--- src/sv/gnt_pkg.sv ---
package gnt_pkg;

    localparam logic [7:0] SYNC_FIRST  = 8'hB5;
    localparam logic [7:0] SYNC_SECOND = 8'h62;
    localparam logic [7:0] WANT_CLASS  = 8'h01;
    localparam logic [7:0] WANT_KIND   = 8'h06;
    localparam logic [7:0] TX_START    = 8'h99;
    localparam logic [7:0] TX_LEN      = 8'd20;

    localparam int CAP_FIRST = 10;
    localparam int CAP_COUNT = 14;
    localparam int CAP_SENT  = CAP_COUNT - 1;

    localparam int MAX_PAYLOAD_DEFAULT = 512;
    localparam int QUEUE_DEPTH_DEFAULT = 2;

    localparam logic REG_AIRCRAFT_ID = 1'b0;
    localparam logic REG_MSG_ID      = 1'b1;

    localparam logic [7:0] AIRCRAFT_ID_RESET = 8'd1;
    localparam logic [7:0] MSG_ID_RESET      = 8'd14;

    // fix byte, then payload bytes 12..23
    typedef logic [CAP_SENT-1:0][7:0] tlm_entry_t;

    typedef struct packed {
        logic       push;
        tlm_entry_t data;
    } gnt_push_t;

    typedef struct packed {
        logic full;
        logic empty;
    } gnt_qstat_t;

endpackage

--- src/sv/gps_nav_frame_to_telemetry_bridge_core.sv ---
// a good frame is queued on its second checksum beat, then fed to the output register
// one beat per cycle in, and out while m_tready is high; 20 beats per frame
// s_tready drops only on the second checksum beat while the frame queue is full
// reset: aresetn synchronous active low; parser hunts for sync, queue empties,
// registers return to aircraft id 1 and message id 14, capture bytes clear
module gps_nav_frame_to_telemetry_bridge_core #(
    parameter int MAX_PAYLOAD = gnt_pkg::MAX_PAYLOAD_DEFAULT,
    parameter int QUEUE_DEPTH = gnt_pkg::QUEUE_DEPTH_DEFAULT
) (
    input  logic       aclk,
    input  logic       aresetn,
    input  logic       cfg_we,
    input  logic       cfg_addr,
    input  logic [7:0] cfg_wdata,
    input  logic       s_tvalid,
    output logic       s_tready,
    input  logic [7:0] s_tdata,  // rx_byte
    output logic       m_tvalid,
    input  logic       m_tready,
    output logic [7:0] m_tdata,  // tx_byte
    output logic       m_tlast
);
    import gnt_pkg::*;

    gnt_push_t  push;
    gnt_qstat_t qstat;
    tlm_entry_t head;
    logic       pop;

    gnt_front #(.MAX_PAYLOAD(MAX_PAYLOAD)) u_front (
        .aclk    (aclk),
        .aresetn (aresetn),
        .s_tvalid(s_tvalid),
        .s_tready(s_tready),
        .s_tdata (s_tdata),
        .qstat   (qstat),
        .push    (push)
    );

    gnt_queue #(.DEPTH(QUEUE_DEPTH)) u_queue (
        .aclk   (aclk),
        .aresetn(aresetn),
        .push   (push),
        .pop    (pop),
        .head   (head),
        .qstat  (qstat)
    );

    gnt_back u_back (
        .aclk     (aclk),
        .aresetn  (aresetn),
        .cfg_we   (cfg_we),
        .cfg_addr (cfg_addr),
        .cfg_wdata(cfg_wdata),
        .head     (head),
        .qstat    (qstat),
        .pop      (pop),
        .m_tvalid (m_tvalid),
        .m_tready (m_tready),
        .m_tdata  (m_tdata),
        .m_tlast  (m_tlast)
    );

endmodule

--- src/sv/gnt_front.sv ---
module gnt_front #(
    parameter int MAX_PAYLOAD = gnt_pkg::MAX_PAYLOAD_DEFAULT
) (
    input  logic              aclk,
    input  logic              aresetn,
    input  logic              s_tvalid,
    output logic              s_tready,
    input  logic [7:0]        s_tdata,
    input  gnt_pkg::gnt_qstat_t qstat,
    output gnt_pkg::gnt_push_t  push
);
    import gnt_pkg::*;

    localparam int IW = $clog2(MAX_PAYLOAD + 1);

    localparam logic [3:0] PH_SYNC1 = 4'd0;
    localparam logic [3:0] PH_SYNC2 = 4'd1;
    localparam logic [3:0] PH_CLASS = 4'd2;
    localparam logic [3:0] PH_KIND  = 4'd3;
    localparam logic [3:0] PH_LENLO = 4'd4;
    localparam logic [3:0] PH_LENHI = 4'd5;
    localparam logic [3:0] PH_PAY   = 4'd6;
    localparam logic [3:0] PH_CKA   = 4'd7;
    localparam logic [3:0] PH_CKB   = 4'd8;

    logic [3:0]    phase_reg, phase_next;
    logic [7:0]    class_reg, class_next;
    logic [7:0]    kind_reg, kind_next;
    logic [15:0]   len_reg, len_next;
    logic [IW-1:0] idx_reg, idx_next;
    logic [7:0]    suma_reg, suma_next;
    logic [7:0]    sumb_reg, sumb_next;
    logic [7:0]    rsuma_reg, rsuma_next;
    logic [CAP_COUNT-1:0][7:0] cap_reg, cap_next;

    logic       accept;
    logic [7:0] add_a;
    logic [15:0] len_full;
    logic       good;

    assign s_tready = !(phase_reg == PH_CKB && qstat.full);
    assign accept   = s_tvalid && s_tready;
    assign add_a    = suma_reg + s_tdata;
    assign len_full = {s_tdata, len_reg[7:0]};
    assign good     = (suma_reg == rsuma_reg) && (sumb_reg == s_tdata) &&
                      (class_reg == WANT_CLASS) && (kind_reg == WANT_KIND);

    always_comb begin
        push.push    = accept && phase_reg == PH_CKB && good;
        push.data[0] = cap_reg[0];
        for (int i = 1; i < CAP_SENT; i++) begin
            push.data[i] = cap_reg[i+1];
        end
    end

    always_comb begin
        phase_next = phase_reg;
        class_next = class_reg;
        kind_next  = kind_reg;
        len_next   = len_reg;
        idx_next   = idx_reg;
        suma_next  = suma_reg;
        sumb_next  = sumb_reg;
        rsuma_next = rsuma_reg;
        cap_next   = cap_reg;
        if (accept) begin
            case (phase_reg)
                PH_SYNC1: begin
                    suma_next = 8'd0;
                    sumb_next = 8'd0;
                    if (s_tdata == SYNC_FIRST) phase_next = PH_SYNC2;
                end
                PH_SYNC2: begin
                    phase_next = (s_tdata == SYNC_SECOND) ? PH_CLASS : PH_SYNC1;
                end
                PH_CLASS, PH_KIND, PH_LENLO, PH_LENHI, PH_PAY: begin
                    suma_next = add_a;
                    sumb_next = sumb_reg + add_a;
                    case (phase_reg)
                        PH_CLASS: begin
                            class_next = s_tdata;
                            phase_next = PH_KIND;
                        end
                        PH_KIND: begin
                            kind_next  = s_tdata;
                            phase_next = PH_LENLO;
                        end
                        PH_LENLO: begin
                            len_next   = {8'd0, s_tdata};
                            phase_next = PH_LENHI;
                        end
                        PH_LENHI: begin
                            len_next   = len_full;
                            idx_next   = '0;
                            phase_next = (len_full > 16'(MAX_PAYLOAD)) ? PH_SYNC1 : PH_PAY;
                        end
                        default: begin
                            for (int i = 0; i < CAP_COUNT; i++) begin
                                if (idx_reg == IW'(CAP_FIRST + i)) cap_next[i] = s_tdata;
                            end
                            idx_next = idx_reg + 1'b1;
                            if (16'(idx_next) >= len_reg) phase_next = PH_CKA;
                        end
                    endcase
                end
                PH_CKA: begin
                    rsuma_next = s_tdata;
                    phase_next = PH_CKB;
                end
                PH_CKB: begin
                    phase_next = PH_SYNC1;
                end
                default: begin
                    phase_next = PH_SYNC1;
                end
            endcase
        end
    end

    always_ff @(posedge aclk) begin
        if (!aresetn) begin
            phase_reg <= PH_SYNC1;
            class_reg <= '0;
            kind_reg  <= '0;
            len_reg   <= '0;
            idx_reg   <= '0;
            suma_reg  <= '0;
            sumb_reg  <= '0;
            rsuma_reg <= '0;
            cap_reg   <= '0;
        end else begin
            phase_reg <= phase_next;
            class_reg <= class_next;
            kind_reg  <= kind_next;
            len_reg   <= len_next;
            idx_reg   <= idx_next;
            suma_reg  <= suma_next;
            sumb_reg  <= sumb_next;
            rsuma_reg <= rsuma_next;
            cap_reg   <= cap_next;
        end
    end

    a_stall_only_ckb: assert property (@(posedge aclk) disable iff (!aresetn)
        !s_tready |-> (phase_reg == PH_CKB && qstat.full))
        else $error("front stalled outside checksum phase");
    a_push_ckb: assert property (@(posedge aclk) disable iff (!aresetn)
        push.push |=> phase_reg == PH_SYNC1)
        else $error("push not followed by sync hunt");
    a_len_bound: assert property (@(posedge aclk) disable iff (!aresetn)
        phase_reg == PH_PAY |-> len_reg <= 16'(MAX_PAYLOAD))
        else $error("payload phase with oversize length");
    a_cka_after_pay: assert property (@(posedge aclk) disable iff (!aresetn)
        (phase_reg == PH_CKA) |-> $past(phase_reg == PH_PAY || phase_reg == PH_CKA))
        else $error("checksum phase entered out of order");

endmodule

--- src/sv/gnt_queue.sv ---
module gnt_queue #(
    parameter int DEPTH = gnt_pkg::QUEUE_DEPTH_DEFAULT
) (
    input  logic                aclk,
    input  logic                aresetn,
    input  gnt_pkg::gnt_push_t  push,
    input  logic                pop,
    output gnt_pkg::tlm_entry_t head,
    output gnt_pkg::gnt_qstat_t qstat
);
    import gnt_pkg::*;

    localparam int AW = (DEPTH > 1) ? $clog2(DEPTH) : 1;
    localparam int CW = $clog2(DEPTH + 1);

    tlm_entry_t    mem_reg [DEPTH];
    logic [AW-1:0] wptr_reg, rptr_reg;
    logic [CW-1:0] cnt_reg, cnt_next;
    logic          do_push, do_pop;

    assign qstat.full  = (cnt_reg == CW'(DEPTH));
    assign qstat.empty = (cnt_reg == '0);
    assign do_push     = push.push && !qstat.full;
    assign do_pop      = pop && !qstat.empty;
    assign head        = mem_reg[rptr_reg];

    always_comb begin
        cnt_next = cnt_reg;
        if (do_push && !do_pop) cnt_next = cnt_reg + 1'b1;
        else if (do_pop && !do_push) cnt_next = cnt_reg - 1'b1;
    end

    always_ff @(posedge aclk) begin
        if (do_push) mem_reg[wptr_reg] <= push.data;
    end

    always_ff @(posedge aclk) begin
        if (!aresetn) begin
            wptr_reg <= '0;
            rptr_reg <= '0;
            cnt_reg  <= '0;
        end else begin
            cnt_reg <= cnt_next;
            if (do_push) wptr_reg <= (wptr_reg == AW'(DEPTH - 1)) ? '0 : wptr_reg + 1'b1;
            if (do_pop)  rptr_reg <= (rptr_reg == AW'(DEPTH - 1)) ? '0 : rptr_reg + 1'b1;
        end
    end

    a_no_overflow: assert property (@(posedge aclk) disable iff (!aresetn)
        !(push.push && qstat.full))
        else $error("push into full queue");
    a_no_underflow: assert property (@(posedge aclk) disable iff (!aresetn)
        !(pop && qstat.empty))
        else $error("pop from empty queue");
    a_cnt_bound: assert property (@(posedge aclk) disable iff (!aresetn)
        cnt_reg <= CW'(DEPTH))
        else $error("queue count out of range");

endmodule

--- src/sv/gnt_back.sv ---
module gnt_back (
    input  logic                aclk,
    input  logic                aresetn,
    input  logic                cfg_we,
    input  logic                cfg_addr,
    input  logic [7:0]          cfg_wdata,
    input  gnt_pkg::tlm_entry_t head,
    input  gnt_pkg::gnt_qstat_t qstat,
    output logic                pop,
    output logic                m_tvalid,
    input  logic                m_tready,
    output logic [7:0]          m_tdata,
    output logic                m_tlast
);
    import gnt_pkg::*;

    localparam logic [4:0] POS_LAST = 5'd19;

    logic [7:0] aid_reg, mid_reg;
    logic [4:0] pos_reg;
    logic [7:0] ta_reg, tb_reg, ta_next, tb_next;
    logic       tvalid_reg;
    logic [7:0] tdata_reg;
    logic       tlast_reg;

    logic       load, emit;
    logic [7:0] byte_sel;
    logic [3:0] eidx;

    assign load = !tvalid_reg || m_tready;
    assign emit = load && !qstat.empty;
    assign pop  = emit && pos_reg == POS_LAST;
    assign eidx = 4'(pos_reg - 5'd5);

    always_comb begin
        case (pos_reg)
            5'd0:  byte_sel = TX_START;
            5'd1:  byte_sel = TX_LEN;
            5'd2:  byte_sel = aid_reg;
            5'd3:  byte_sel = mid_reg;
            5'd4:  byte_sel = aid_reg;
            5'd18: byte_sel = ta_reg;
            5'd19: byte_sel = tb_reg;
            default: byte_sel = (eidx < 4'(CAP_SENT)) ? head[eidx] : 8'd0;
        endcase
    end

    always_comb begin
        ta_next = ta_reg;
        tb_next = tb_reg;
        if (emit) begin
            if (pos_reg == POS_LAST) begin
                ta_next = TX_LEN;
                tb_next = TX_LEN;
            end else if (pos_reg inside {[5'd2:5'd17]}) begin
                ta_next = ta_reg + byte_sel;
                tb_next = tb_reg + ta_next;
            end
        end
    end

    always_ff @(posedge aclk) begin
        if (!aresetn) begin
            aid_reg <= AIRCRAFT_ID_RESET;
            mid_reg <= MSG_ID_RESET;
        end else if (cfg_we) begin
            case (cfg_addr)
                REG_AIRCRAFT_ID: aid_reg <= cfg_wdata;
                REG_MSG_ID:      mid_reg <= cfg_wdata;
                default: ;
            endcase
        end
    end

    always_ff @(posedge aclk) begin
        if (!aresetn) begin
            pos_reg    <= '0;
            ta_reg     <= TX_LEN;
            tb_reg     <= TX_LEN;
            tvalid_reg <= 1'b0;
        end else begin
            ta_reg <= ta_next;
            tb_reg <= tb_next;
            if (load) tvalid_reg <= emit;
            if (emit) pos_reg <= (pos_reg == POS_LAST) ? '0 : pos_reg + 1'b1;
        end
    end

    always_ff @(posedge aclk) begin
        if (emit) begin
            tdata_reg <= byte_sel;
            tlast_reg <= (pos_reg == POS_LAST);
        end
    end

    assign m_tvalid = tvalid_reg;
    assign m_tdata  = tdata_reg;
    assign m_tlast  = tlast_reg;

    a_seed: assert property (@(posedge aclk) disable iff (!aresetn)
        pos_reg == 5'd0 |-> (ta_reg == TX_LEN && tb_reg == TX_LEN))
        else $error("sums not seeded at frame start");
    a_pos_range: assert property (@(posedge aclk) disable iff (!aresetn)
        pos_reg <= POS_LAST)
        else $error("byte position out of range");
    a_last_pops: assert property (@(posedge aclk) disable iff (!aresetn)
        pop |=> (m_tvalid && m_tlast && pos_reg == 5'd0))
        else $error("frame end not marked on last beat");

endmodule

--- config.mk ---
export PLATFORM = sky130hd
export DESIGN_NAME = gps_nav_frame_to_telemetry_bridge_core
export DESIGN_NICKNAME = d
export VERILOG_FILES = /design/src/sv/gnt_pkg.sv /design/src/sv/gps_nav_frame_to_telemetry_bridge_core.sv /design/src/sv/gnt_front.sv /design/src/sv/gnt_queue.sv /design/src/sv/gnt_back.sv
export SDC_FILE = /design/constraint.sdc
export NUM_CORES = 1
export LEC_CHECK = 0
export BUFFER_PORTS_ARGS = -buffer_cell sky130_fd_sc_hd__buf_2
export CAP_MARGIN = 20
export CORE_ASPECT_RATIO = 1.4
export CORE_MARGIN = 5
export CORE_UTILIZATION = 35
export DETAILED_ROUTE_END_ITERATION = 10
export PLACE_DENSITY = 0.46
export SKIP_CTS_REPAIR_TIMING = 1
export SYNTH_ARGS = -nofsm -noshare
export SYNTH_HDL_FRONTEND = slang
export SYNTH_SLANG_ARGS = --single-unit
--- constraint.sdc ---
create_clock -name aclk -period 9.05 [get_ports aclk]
set_input_delay 1.3575 -clock aclk [delete_from_list [all_inputs] [get_ports aclk]]
set_output_delay 1.3575 -clock aclk [all_outputs]
set_load 0.05 [all_outputs]
**Word-level counts from Yosys, hierarchy flattened**

Memories as Yosys holds them, arrays and structs flattened. A register that Yosys moved wholly into a read port is not among the register bits.
Index checks and enable logic that the tools add are counted.

- Logic and storage cells: 174
- Input port bits: 22
- Output and inout port bits: 11
- Memories kept: 1
- Bits in registers: 225
- Memory bits (writable): 208
- Bits in latches: 0
- Bits in read-only memories: 0

- Shift operators: 0
- Magnitude comparators: 6
- Bitwise logic cells: 4
- Muxes and demuxes: 27
- Eq/ne operators: 36
- Reductions and logical operators: 56
- Add/subtract/negate cells: 11
- $mul: 0
- Divide/modulo/power cells: 0

Memory list:

| name | depth | width | read ports | clocked after memory_dff | wr ports | RTL line | text |
|---|---|---|---|---|---|---|---|
| u_queue.mem_reg | 2 | 104 | 1 | 1 | 1 | gnt_queue.sv:16 | `tlm_entry_t mem_reg [DEPTH];` |

Operator list:

| operator | count |
|---|---|
| $eq A10 B5 Y1 const B | 8 |
| $reduce_and A4 Y1 | 14 |
| $eq A10 B4 Y1 const B | 5 |
| $mux W8 | 6 |
| $pmux W8 S6 | 1 |
| $add A8 B8 Y8 | 4 |
| $bmux W8 S4 | 1 |
| $pmux W16 S2 | 1 |
| $pmux W4 S4 | 2 |
| $pmux W8 S2 | 2 |
| $pmux W10 S2 | 1 |
| $eq A4 B3 Y1 const B | 4 |
| $eq A8 B8 Y1 | 2 |
| $ge A10 B16 Y1 | 1 |
| $gt A16 B10 Y1 const B | 1 |
| $reduce_and A3 Y1 | 5 |
| $logic_and A1 B1 Y1 | 14 |
| $add A10 B1 Y10 const B | 1 |
| $eq A5 B2 Y1 const B | 2 |
| $eq A5 B5 Y1 const B | 2 |
| $reduce_and A2 Y1 | 5 |
| $eq A4 B2 Y1 const B | 2 |
| $eq A8 B1 Y1 const B | 1 |
| $eq A8 B3 Y1 const B | 1 |
| 34 further kinds | 54 |

**Logic depth before layout (Yosys ltp)**

Gate-level depths: netlist of the first run.

- Word-level depth: 11
- Mapped depth: 33
- Mapped depth without buffers: 28

**Hierarchy**

A second synthesis of the first run with hierarchy kept.

- Cell total of the unflattened synthesis: 1589
- Area total of the unflattened synthesis: 19876.6 µm²

Modules (own cells, without submodules):

| module | instances | cells an instance | seq. area each (µm²) | area an instance (µm²) |
|---|---|---|---|---|
| gnt_front | 1 | 857 | 3483.3 | 8295.5 |
| gnt_queue | 1 | 349 | 6346.1 | 7990.2 |
| gnt_back | 1 | 383 | 1031.0 | 3590.9 |

**Worst setup path before layout of the first run**

Ideal clock, no wire load.

- Path type: in2reg
- Start point: in s_tdata[3]
- End point: mem u_queue.mem_reg[0][0] (netlist bit) (enable)
- Stages: 6
- Required time: 8470 ps
- Buffers on the path: 1
- Slack: 1341 ps
- Setup time: 580 ps
- Data arrival time: 7128 ps
- Path through: clkbuf_1 xor2_1 nor4_1 nand4_1 nor4_1 nor2b_1

- Longest elaborated chain between the ends: 8

Ends and longest elaborated chain:

| element | RTL line | text |
|---|---|---|
| start, declared | gps_nav_frame_to_telemetry_bridge_core.sv:17 | `input logic [7:0] s_tdata,` |
| $eq A8 B8 Y1 | gnt_front.sv:45 | `assign good = (suma_reg == rsuma_reg) && (sumb_reg == s_tdata) &&` |
| $logic_and A1 B1 Y1 (2 in a row) | gnt_front.sv:45 |  |
| $logic_and A1 B1 Y1 | gnt_front.sv:46 | `(class_reg == WANT_CLASS) && (kind_reg == WANT_KIND);` |
| $logic_and A1 B1 Y1 | gnt_front.sv:49 | `push.push = accept && phase_reg == PH_CKB && good;` |
| $logic_and A1 B1 Y1 | gnt_queue.sv:23 | `assign do_push = push.push && !qstat.full;` |
| via u_queue.do_push | gnt_queue.sv:19 | `logic do_push, do_pop;` |
| $mux W1 | gnt_queue.sv:34 | `if (do_push) mem_reg[wptr_reg] <= push.data;` |
| $mux W1 (not written as such) | gnt_queue.sv:34 |  |
| end, declared | gnt_queue.sv:16 |  |

The timed path passes the listed nets, and every way through them passes these cells.

==> results of run 1 <==
[metrics by stage]
step / std cells / cell area (um2) / worst slack (ns)
global route: 2260 / 20900 / 2.38
finish: 2261 / 20900 / 2.89
global placement: 2175 / 19400 / 2.89
detailed placement: 2175 / 19400 / 2.81
CTS: 2260 / 20900 / 2.77
floorplan: 1507 / 18600 / 1.34
[cell families (layout without fill, tap and decap cells)]
kind of cell	Yosys count	after routing	synth area share, %
AND/OR/NAND/NOR	449	449	11.3
multiplexers	209	209	14.5
flip-flops	434	434	58.3
buffers and inverters	121	160	2.85
XOR/XNOR	57	57	2.76
AO/OA/AOI/OAI	184	184	6.59
adder cells (fa/ha/maj)	53	53	3.72
other	0	1	0
[area by class of cell]
type                            instances  area, um2  area share [%]
Clock buffer                           64       1280            6.11
Sequential cell                       434      10900            51.9
Multi-Input combinational cell        952       7250            34.7
Clock inverter                         21        265            1.27
Tap cell                              714        893            4.27
Antenna cell                            1       2.50          0.0120
Timing Repair Buffer                   45        258            1.23
Inverter                               30        118           0.562
[critical path: stages (launching register included)]
cell      delay [ns]
dfxtp_4         0.85
buf_4           0.61
mux4_2          0.56
mux2i_1         0.15
a21oi_1         0.08
mux2_2          0.28
nand2_1         0.07
nand3_1         0.11
ha_1            0.25
inv_1           0.07
fa_1            0.21
nor2b_1         0.06
o21ai_0         0.15
nand2b_1        0.10
a21o_1          0.19
a21oi_1         0.17
xnor2_1         0.11
ha_1            0.24
o41ai_1         0.72
or2b_2          0.36
or4_1           0.41
o311a_1         0.13
a41oi_2         0.17
[metal layers]
| metal | track usage (%) | wire, um |
|---|---|---|
| met5 | 0 | 0 |
| met2 | 29.3 | 24300 |
| met4 | 4.79 | 1290 |
| met1 | 18.5 | 18500 |
| met3 | 2.45 | 1480 |
[worst max-delay path by stage]
stage	from	endpoint	depth (start not counted)
2_1_floorplan	s_tdata[3]	u_queue.mem_reg[0][0]	6
3_3_place_gp	flop	u_back.tb_reg[7]	22
3_5_place_dp	flop	u_back.tb_reg[7]	22
4_1_cts	flop	u_back.tb_reg[7]	22
5_1_grt	flop	u_back.tb_reg[7]	22
6_report	flop	u_back.tb_reg[7]	22
[placed cells by master (no fill, tap or decap), types with 5 or more instances in the layout]
cell       Yosys  final
buf_4          8     13
mux2i_1      155    155
nand2_1       97     97
nand3_2        8      8
inv_1         28     28
and3_1         7      7
xnor2_1       23     23
clkbuf_16      0     47
mux4_2        49     49
nand3_1       36     36
nand2b_1       8      8
nand4_1        7      7
a22oi_1       40     40
nor4_1        14     14
xor2_1        32     32
nor2b_1       15     14
nor3_1        14     14
mux2_2         5      5
nor2_1       204    204
bufinv_16      0      6
buf_2          6     32
o21ai_0       24     24
ha_1          49     49
clkbuf_1      69     13
a21o_1        12     12
dfxtp_1      217    215
clkinv_2       0      8
a21oi_1       60     60
edfxtp_1     217    217
[power by group through the flow]
stage / Clock (W) / Combinational [W] / Sequential [W]
2_1_floorplan: 0 / 0.0000411 / 0.00209
3_3_place_gp: 0 / 0.0000685 / 0.00209
3_5_place_dp: 0 / 0.0000685 / 0.00209
4_1_cts: 0.00200 / 0.0000686 / 0.00205
5_1_grt: 0.00208 / 0.0000735 / 0.00205
6_report: 0.00194 / 0.0000663 / 0.00205
==> run summary, run 1 <==
- **final global-route overflow total** 0
- **Combinational Power Share** 1.6%
- **antenna violations before repair** 0
- **1st-pass router iterations** 4
- **predominant post-synthesis flop cell** edfxtp_1
- **unrepaired setup endpoints after global routing** no
- **FILL cells** 5,080
- **number of sinks handled by clock tree synthesis** 434
- **total global routing track utilization** 15.8%
- **relative max-transition margin** 29.4%
- **most common library cells after synthesis** 217 x dfxtp_1, 217 x edfxtp_1, 204 x nor2_1, 155 x mux2i_1, 97 x nand2_1
- **CTS max path bufs** 3
- **via count of the first global-routing pass** 11,982
- **worst IR drop on VDD** 0.000114 V
- **yosys synthesis warning count** 0
- **Avg Synthesized Cell Area** 12.4 um2
- **class of the tightest hold or removal check** reg2reg
- **I/O Buffers** 32
- **overall power of the completed layout** 0.00405 W
- **Die Span X** 205 um
- **area overhead of the layout relative to synthesis** 12.3%
- **post-synthesis async set-or-reset flop share** 0%
- **signal arrival time at the worst endpoint** 6.64 ns
- **fraction of final layout cells with drive strength greater than 1** 13.0%
- **Final Max Slew Viols** 0
- **register share of total power** 50.6%
- **cell leakage power** 8.30 nW
- **part of the power in the clock network** 47.8%
- **Critical Path Source Type** flop
- **Highest Clock Rate** 162 MHz
- **Syn Std Cell Area** 18,600 um2
- **Synthesized Nets** 1,582
- **WS Path Type** reg2reg
- **cell internal pwr** 0.00322 W
- **register-to-register path setup slack** 2.89 ns
- **post-synthesis instance total** 1,507
- **final hold slack** 0.440 ns
- **required time worst endpoint** 9.53 ns
- **cell type with the largest total area after synthesis** edfxtp_1
- **number of cell rows** 100
- **final count of hold timing violations** 0
- **number of flip-flops and latches in the synthesized netlist** 434
- **vias after detailed routing** 11,362
- **r2r endpoint** u_back.tb_reg[7]
- **critical path fanouts, max** 35
- **Yosys top cell area share** 35.0%
- **Min-Delay Endpoint** u_queue.mem_reg[0][98]
- **Util after Layout** 39.6%
- **Final Net Count** 1,584
- **biggest area contributors in the synthesized netlist** edfxtp_1 35%, dfxtp_1 23%, mux2i_1 8.3%, mux4_2 5.9%, nor2_1 4.1%
- **ratio of total power to cell area** 194 nW/um2
- **type of destination of the critical path** flop
- **count of cell types in the netlist** 80
- **worst skew pair latency** 0.57 ns
- **cell chosen for the clock root** clkbuf_16
- **status** finished clean
- **detailed-route DRC error count** 0
- **final-report setup violation count** 0
- **sum of routed wire length over all layers** 45,600 um
- **number of vias per cell after detailed routing** 5.03
- **initial cell density of the core** 35.2%
- **Post-Route Skew** 0.0230 ns
- **Core Region** 52,900 um2
- **part of the Yosys area used for sequential elements** 58.3%
- **min Tclk post-route** 6.16 ns
- **total CTS buffers** 46
- **Switch Pwr** 0.000832 W
- **number of cell instances on the worst register-to-register path** 22
- **number of max-capacitance violations reported** 0
- **WL/cell** 20.2 um
- **DP HPWL** 29,100 um
- **Die Footprint** 58,000 um2
- **max reg flops** 208
- **Period Utilization, post-route** 68.0%
- **GP Congestion** 0.807
- **number of H-tree levels** 2
- **transition time of the tightest slew-check pin** 1.06 ns
- **count of antenna-violating nets left after detailed routing** 0
- **Sw Share** 20.5%
- **count of cells along the worst hold path** 0
- **TritonCTS clock tree** built
- **height of the chip** 283 um
- **first-pass GRT wire length** 71,000 um
- **I/O pin count** 33
- **Worst-path clk slew** 0.06 ns
- **EDFF count, synth** 217
- **min-delay src** u_front.push[98]
- **final-layout setup total negative slack** 0 ns
- **drt initial violations** 518
- **pin count of the biggest net entering global routing** 127
Note: power is estimated with default switching activity, not from simulation.
==> run 2, diff against run 1 <==
==> constraint.sdc (replaced) <==
create_clock -name aclk -period 6.1 [get_ports aclk]
set_input_delay 0.915 -clock aclk [delete_from_list [all_inputs] [get_ports aclk]]
set_output_delay 0.915 -clock aclk [all_outputs]
set_load 0.05 [all_outputs]
==> run summary, run 2 (synthesized netlist as in run 1, its figures left out) <==
- **sum of routed wire length over all layers** 46,000 um, +0.88%
- **most used cells in the layout excluding fill and tap cells** 217 x edfxtp_1, 215 x dfxtp_1, 204 x nor2_1, 155 x mux2i_1, 97 x nand2_1
- **Die Span X** 205 um, unchanged
- **cell chosen for the clock root** clkbuf_16
- **part of the power in the clock network** 48.2%, +0.4 points
- **critical path fanouts, max** 8, -77%
- **final-report setup violation count** 0, unchanged
- **initial cell density of the core** 35.2%, unchanged
- **unrepaired setup endpoints after global routing** no
- **Switch Pwr** 0.00123 W, +48%
- **CTS max path bufs** 3, unchanged
- **final count of hold timing violations** 0, unchanged
- **required time worst endpoint** 6.59 ns, -2.94 ns
- **worst IR drop on VDD** 0.000177 V, +54%
- **max reg flops** 208, unchanged
- **Final Net Count** 1,595, +0.69%
- **Highest Clock Rate** 177 MHz, +8.7%
- **number of cell instances on the worst register-to-register path** 20, -9.1%
- **final global-route overflow total** 0, unchanged
- **min Tclk post-route** 5.66 ns, -0.494 ns
- **most common cell after layout, fill and taps aside** edfxtp_1
- **Final Max Slew Viols** 0, unchanged
- **number of vias per cell after detailed routing** 5.00, -0.54%
- **area overhead of the layout relative to synthesis** 13.2%
- **drt initial violations** 610, +18%
- **Min-Delay Endpoint** u_queue.mem_reg[0][27]
- **count of antenna-violating nets left after detailed routing** 0, unchanged
- **1st-pass router iterations** 7, +3
- **r2r endpoint** u_back.tb_reg[7]
- **antenna diode instance count** 0, -1
- **DP HPWL** 30,400 um, +4.3%
- **count of cells along the worst hold path** 0, unchanged
- **type of destination of the critical path** flop
- **via count of the first global-routing pass** 11,711, -2.3%
- **signal arrival time at the worst endpoint** 6.15 ns, -0.49 ns
- **relative max-transition margin** 28.0%, -1.5 points
- **status** finished clean
- **antenna violations before repair** 0, unchanged
- **Core Region** 52,900 um2, unchanged
- **WL/cell** 20.2 um, +0.48%
- **height of the chip** 283 um, unchanged
- **ratio of total power to cell area** 287 nW/um2, +48%
- **GP Congestion** 0.774, -4.1%
- **Sw Share** 20.2%, -0.27 points
- **cell leakage power** 8.38 nW, +0.98%
- **number of H-tree levels** 2, unchanged
- **worst skew pair latency** 0.57 ns, about the same
- **Critical Path Source Type** flop
- **total global routing track utilization** 15.8%, +0.060 points
- **first-pass GRT wire length** 71,100 um, +0.14%
- **detailed-route DRC error count** 0, unchanged
- **Worst-path clk slew** 0.06 ns, about the same
- **Util after Layout** 39.9%, +0.30 points
- **cell internal pwr** 0.00483 W, +50%
- **TritonCTS clock tree** built
- **WS Path Type** reg2reg
- **Period Utilization, post-route** 92.8%, +25 points
- **Die Footprint** 58,000 um2, unchanged
- **register-to-register path setup slack** 0.44 ns, -2.46 ns
- **Final Instance Count excl. Fillers** 2,270, +0.40%
- **register share of total power** 50.2%, -0.4 points
- **worst slack at placement** 0.500 ns, -2.31 ns
- **number of cell rows** 100, unchanged
- **total CTS buffers** 45, -2.2%
- **fraction of final layout cells with drive strength greater than 1** 13.5%, +0.49 points
- **total instance count after detailed placement** 2,187, +0.55%
- **final-layout setup total negative slack** 0 ns, unchanged
- **pin count of the biggest net entering global routing** 111, -13%
- **vias after detailed routing** 11,346, -0.14%
- **number of sinks handled by clock tree synthesis** 434, unchanged
- **min-delay src** u_front.push[27]
- **transition time of the tightest slew-check pin** 1.08 ns, +0.0180 ns
- **Combinational Power Share** 1.6%, about the same
- **I/O pin count** 33, unchanged
- **worst reg2reg startpoint** u_back.pos_reg[1]
- **class of the tightest hold or removal check** reg2reg
- **Post-Route Skew** 0.0205 ns, -0.00254 ns
- **worst setup slack after layout** 0.439 ns, -2.46 ns
- **number of max-capacitance violations reported** 0, unchanged
- **I/O Buffers** 32, unchanged
-- run 2: cell count changes in the layout (fill, tap and decap cells not counted), moves of 2 or more --
cell / previous run / this run
buf_12: 0 / 3
buf_4: 13 / 21
clkinv_2: 8 / 4
bufinv_16: 6 / 8
clkinv_1: 3 / 6
-- run 2: worst max path at each step --
| stage | start | to | slack, ns |
|---|---|---|---|
| global route | u_back.pos_reg[1] | u_back.tb_reg[7] | 0.09 |
| finish | u_back.pos_reg[1] | u_back.tb_reg[7] | 0.44 |
| detailed placement | u_back.pos_reg[1] | u_back.tb_reg[7] | 0.50 |
| global placement | u_back.pos_reg[1] | u_back.tb_reg[7] | 0.57 |
| floorplan | u_back.pos_reg[0] | u_back.tb_reg[7] | 0.08 |
| CTS | u_back.pos_reg[1] | u_back.tb_reg[7] | 0.46 |
-- run 2: cell type report --
type                       instances  area, um2
clock inverter                    21        317
clock buffer                      62       1250
fill                            5061      31800
timing repair buffer              57        389
sequential                       434      10900
multi-input combinational        952       7260
inverter                          30        118
tap                              714        893
-- run 2: worst max-delay path, cell delays in order (launching register included) --
cell      delay (ns)
dfxtp_1         0.47
inv_1           0.15
ha_1            0.24
nor2b_1         0.15
or3_2           0.42
a22oi_1         0.20
buf_4           0.17
a21boi_0        0.42
a41o_1          0.30
inv_1           0.08
fa_1            0.59
inv_1           0.08
ha_1            0.30
a21o_1          0.18
a21oi_1         0.22
o21ai_1         0.14
o41ai_2         0.44
or2b_2          0.35
or4_1           0.40
o311a_1         0.13
a41oi_2         0.16
-- run 2: through the flow --
stage / cell area [um2] / power, W / hold slack, ns
after floorplan: 18600 / 0.00316 / 0.425
after global placement: 19500 / 0.00320 / 0.429
after detailed placement: 19500 / 0.00321 / 0.437
after CTS: 21100 / 0.00615 / 0.446
after global routing: 21100 / 0.00629 / 0.459
final: 21100 / 0.00606 / 0.441
-- run 2: routing by layer --
layer	wire length [um]	vias up	track usage (%)
met5	0	-	0
met4	1190	0	4.54
met3	1230	70	2.30
met2	24400	137	28.8
met1	19200	5628	19.3
li1	-	5511	-
-- run 2: power groups by stage --
stage | combinational (W) | sequential (W) | clock, W
2_1_floorplan | 0.0000609 | 0.00310 | 0
3_3_place_gp | 0.000101 | 0.00310 | 0
3_5_place_dp | 0.000102 | 0.00310 | 0
4_1_cts | 0.000102 | 0.00304 | 0.00301
5_1_grt | 0.000109 | 0.00304 | 0.00314
6_report | 0.0000987 | 0.00304 | 0.00292
==> run 3, diff against run 2 <==
--- a/config.mk
+++ b/config.mk
@@ -10,6 +10,7 @@
 export CORE_ASPECT_RATIO = 1.4
 export CORE_MARGIN = 5
 export CORE_UTILIZATION = 35
+export CTS_BUF_LIST = sky130_fd_sc_hd__clkbuf_8 sky130_fd_sc_hd__clkbuf_16
 export DETAILED_ROUTE_END_ITERATION = 10
 export PLACE_DENSITY = 0.46
 export SKIP_CTS_REPAIR_TIMING = 1
==> run summary, run 3 (synthesized netlist as in run 1, its figures left out) <==
- **Highest Clock Rate** 177 MHz, about the same
- **TritonCTS clock tree** built
- **drt initial violations** 631, +3.4%
- **fraction of final layout cells with drive strength greater than 1** 13.5%, unchanged
- **1st-pass router iterations** 7, unchanged
- **most used cell along the critical path** inv_1
- **max reg flops** 208, unchanged
- **number of H-tree levels** 2, unchanged
- **Period Utilization, post-route** 92.9%, about the same
- **unrepaired setup endpoints after global routing** no
- **critical path fanouts, max** 8, unchanged
- **Worst-path clk slew** 0.06 ns, about the same
- **cell chosen for the clock root** clkbuf_16
- **Post-Route Skew** 0.0204 ns, -0.000128 ns
- **most used cells in the layout excluding fill and tap cells** 217 x edfxtp_1, 215 x dfxtp_1, 204 x nor2_1, 155 x mux2i_1, 97 x nand2_1
- **WL/cell** 20.2 um, about the same
- **initial cell density of the core** 35.2%, unchanged
- **Die Span X** 205 um, unchanged
- **I/O pin count** 33, unchanged
- **area overhead of the layout relative to synthesis** 13.2%, unchanged
- **antenna violations before repair** 0, unchanged
- **pin count of the biggest net entering global routing** 111, unchanged
- **CTS max path bufs** 3, unchanged
- **relative max-transition margin** 28.2%, +0.21 points
- **Critical Path Source Type** flop
- **Buffers & Inverters on Critical Path** 4, unchanged
- **peak per-stage delay on the critical path** 0.59 ns, about the same
- **final global-route overflow total** 0, unchanged
- **class of the tightest hold or removal check** reg2reg
- **worst IR drop on VDD** 0.000177 V, about the same
- **I/O Buffers** 32, unchanged
- **cells traversed along the worst timing path** inv_1, ha_1, nor2b_1, or3_2, a22oi_1, buf_4, a21boi_0, a41o_1, inv_1, fa_1, inv_1, ha_1, a21o_1, a21oi_1, o21ai_1, o41ai_2, or2b_2, or4_1, o311a_1, a41oi_2
- **Core Region** 52,900 um2, unchanged
- **type of destination of the critical path** flop
- **final count of hold timing violations** 0, unchanged
- **most common cell after layout, fill and taps aside** edfxtp_1
- **GP Congestion** 0.774, unchanged
- **Critical Path Start** u_back.pos_reg[1]
- **WS Path Type** reg2reg
- **number of cell rows** 100, unchanged
- **number of sinks handled by clock tree synthesis** 434, unchanged
- **number of max-capacitance violations reported** 0, unchanged
- **min-delay src** u_front.push[27]
- **number of vias per cell after detailed routing** 5.01, +0.16%
- **worst reg2reg startpoint** u_back.pos_reg[1]
- **DP HPWL** 30,400 um, unchanged
- **cell with the biggest individual delay on the critical path** fa_1
- **detailed-route DRC error count** 0, unchanged
- **final-layout setup total negative slack** 0 ns, unchanged
- **cell leakage power** 8.43 nW, +0.59%
- **signal arrival time at the worst endpoint** 6.15 ns, about the same
- **via count of the first global-routing pass** 11,708, -0.026%
- **total global routing track utilization** 15.8%, about the same
- **Die Footprint** 58,000 um2, unchanged
- **ratio of total power to cell area** 287 nW/um2, -0.27%
- **total CTS buffers** 45, unchanged
- **Final Net Count** 1,595, unchanged
- **status** finished clean
- **height of the chip** 283 um, unchanged
- **Util after Layout** 39.9%, unchanged
- **final-report setup violation count** 0, unchanged
- **vias after detailed routing** 11,364, +0.16%
- **first-pass GRT wire length** 71,100 um, about the same
- **required time worst endpoint** 6.59 ns, about the same
- **min Tclk post-route** 5.66 ns, +0.00321 ns
- **Final Max Slew Viols** 0, unchanged
- **sum of routed wire length over all layers** 46,000 um, about the same
- **antenna diode instance count** 0, unchanged
- **count of antenna-violating nets left after detailed routing** 0, unchanged
- **transition time of the tightest slew-check pin** 1.07 ns, -0.00311 ns
- **top cell family by delay on the critical path** compound AO/OA/AOI/OAI gates
- **worst skew pair latency** 0.57 ns, about the same
## run 3: cell count changes in the layout (fill, tap and decap cells not counted), sizes merged
cell / previous run / this run
inv: 31 / 43
clkbuf: 62 / 50
## run 3: power by group
part	leakage, nW	switching, W	total (W)	internal, W
Sequential	4.25	0.00000354	0.00304	0.00304
Clock	0.813	0.00115	0.00291	0.00176
Combinational	3.37	0.0000776	0.0000988	0.0000212
Total	8.43	0.00123	0.00604	0.00481
## run 3: path summary, 6_finish.rpt
| path | endpoint | slack [ns] | depth (start not counted) |
|---|---|---|---|
| worst max-delay path | u_back.tb_reg[7] | 0.44 | 20 |
| worst min-delay path | u_queue.mem_reg[0][27] | 0.44 | 0 |
| worst max register to register | u_back.tb_reg[7] | 0.44 | 20 |
| worst min register to register | u_queue.mem_reg[0][27] | 0.44 | 0 |
## run 3: final cells by class
class | instances | area (um2)
well taps | 714 | 893
inverters | 30 | 118
flip-flops and latches | 434 | 10900
fillers | 5061 | 31800
clock inverters | 33 | 362
repair buffers | 57 | 389
clock buffers | 50 | 1210
multi-input cells | 952 | 7260
## run 3: metrics by stage
stage                     cells  area (um2)  setup WS [ns]  power, W  hold slack, ns
final                      2270       21100          0.436   0.00604           0.441
after global routing       2270       21100         0.0917   0.00627           0.458
after CTS                  2270       21100          0.464   0.00614           0.446
after floorplan            1507       18600         0.0765   0.00316           0.425
after global placement     2186       19500          0.572   0.00320           0.429
after detailed placement   2187       19500          0.500   0.00321           0.437
## run 3: routing by layer
| metal | track usage [%] | up-vias | wire length, um | part of all wire [%] |
|---|---|---|---|---|
| met5 | 0 | - | 0 | 0 |
| met4 | 4.54 | 0 | 1190 | 2.6 |
| met3 | 2.30 | 70 | 1420 | 3.1 |
| met2 | 28.8 | 140 | 24400 | 53 |
| met1 | 19.3 | 5641 | 19000 | 41 |
| li1 | - | 5513 | - | - |
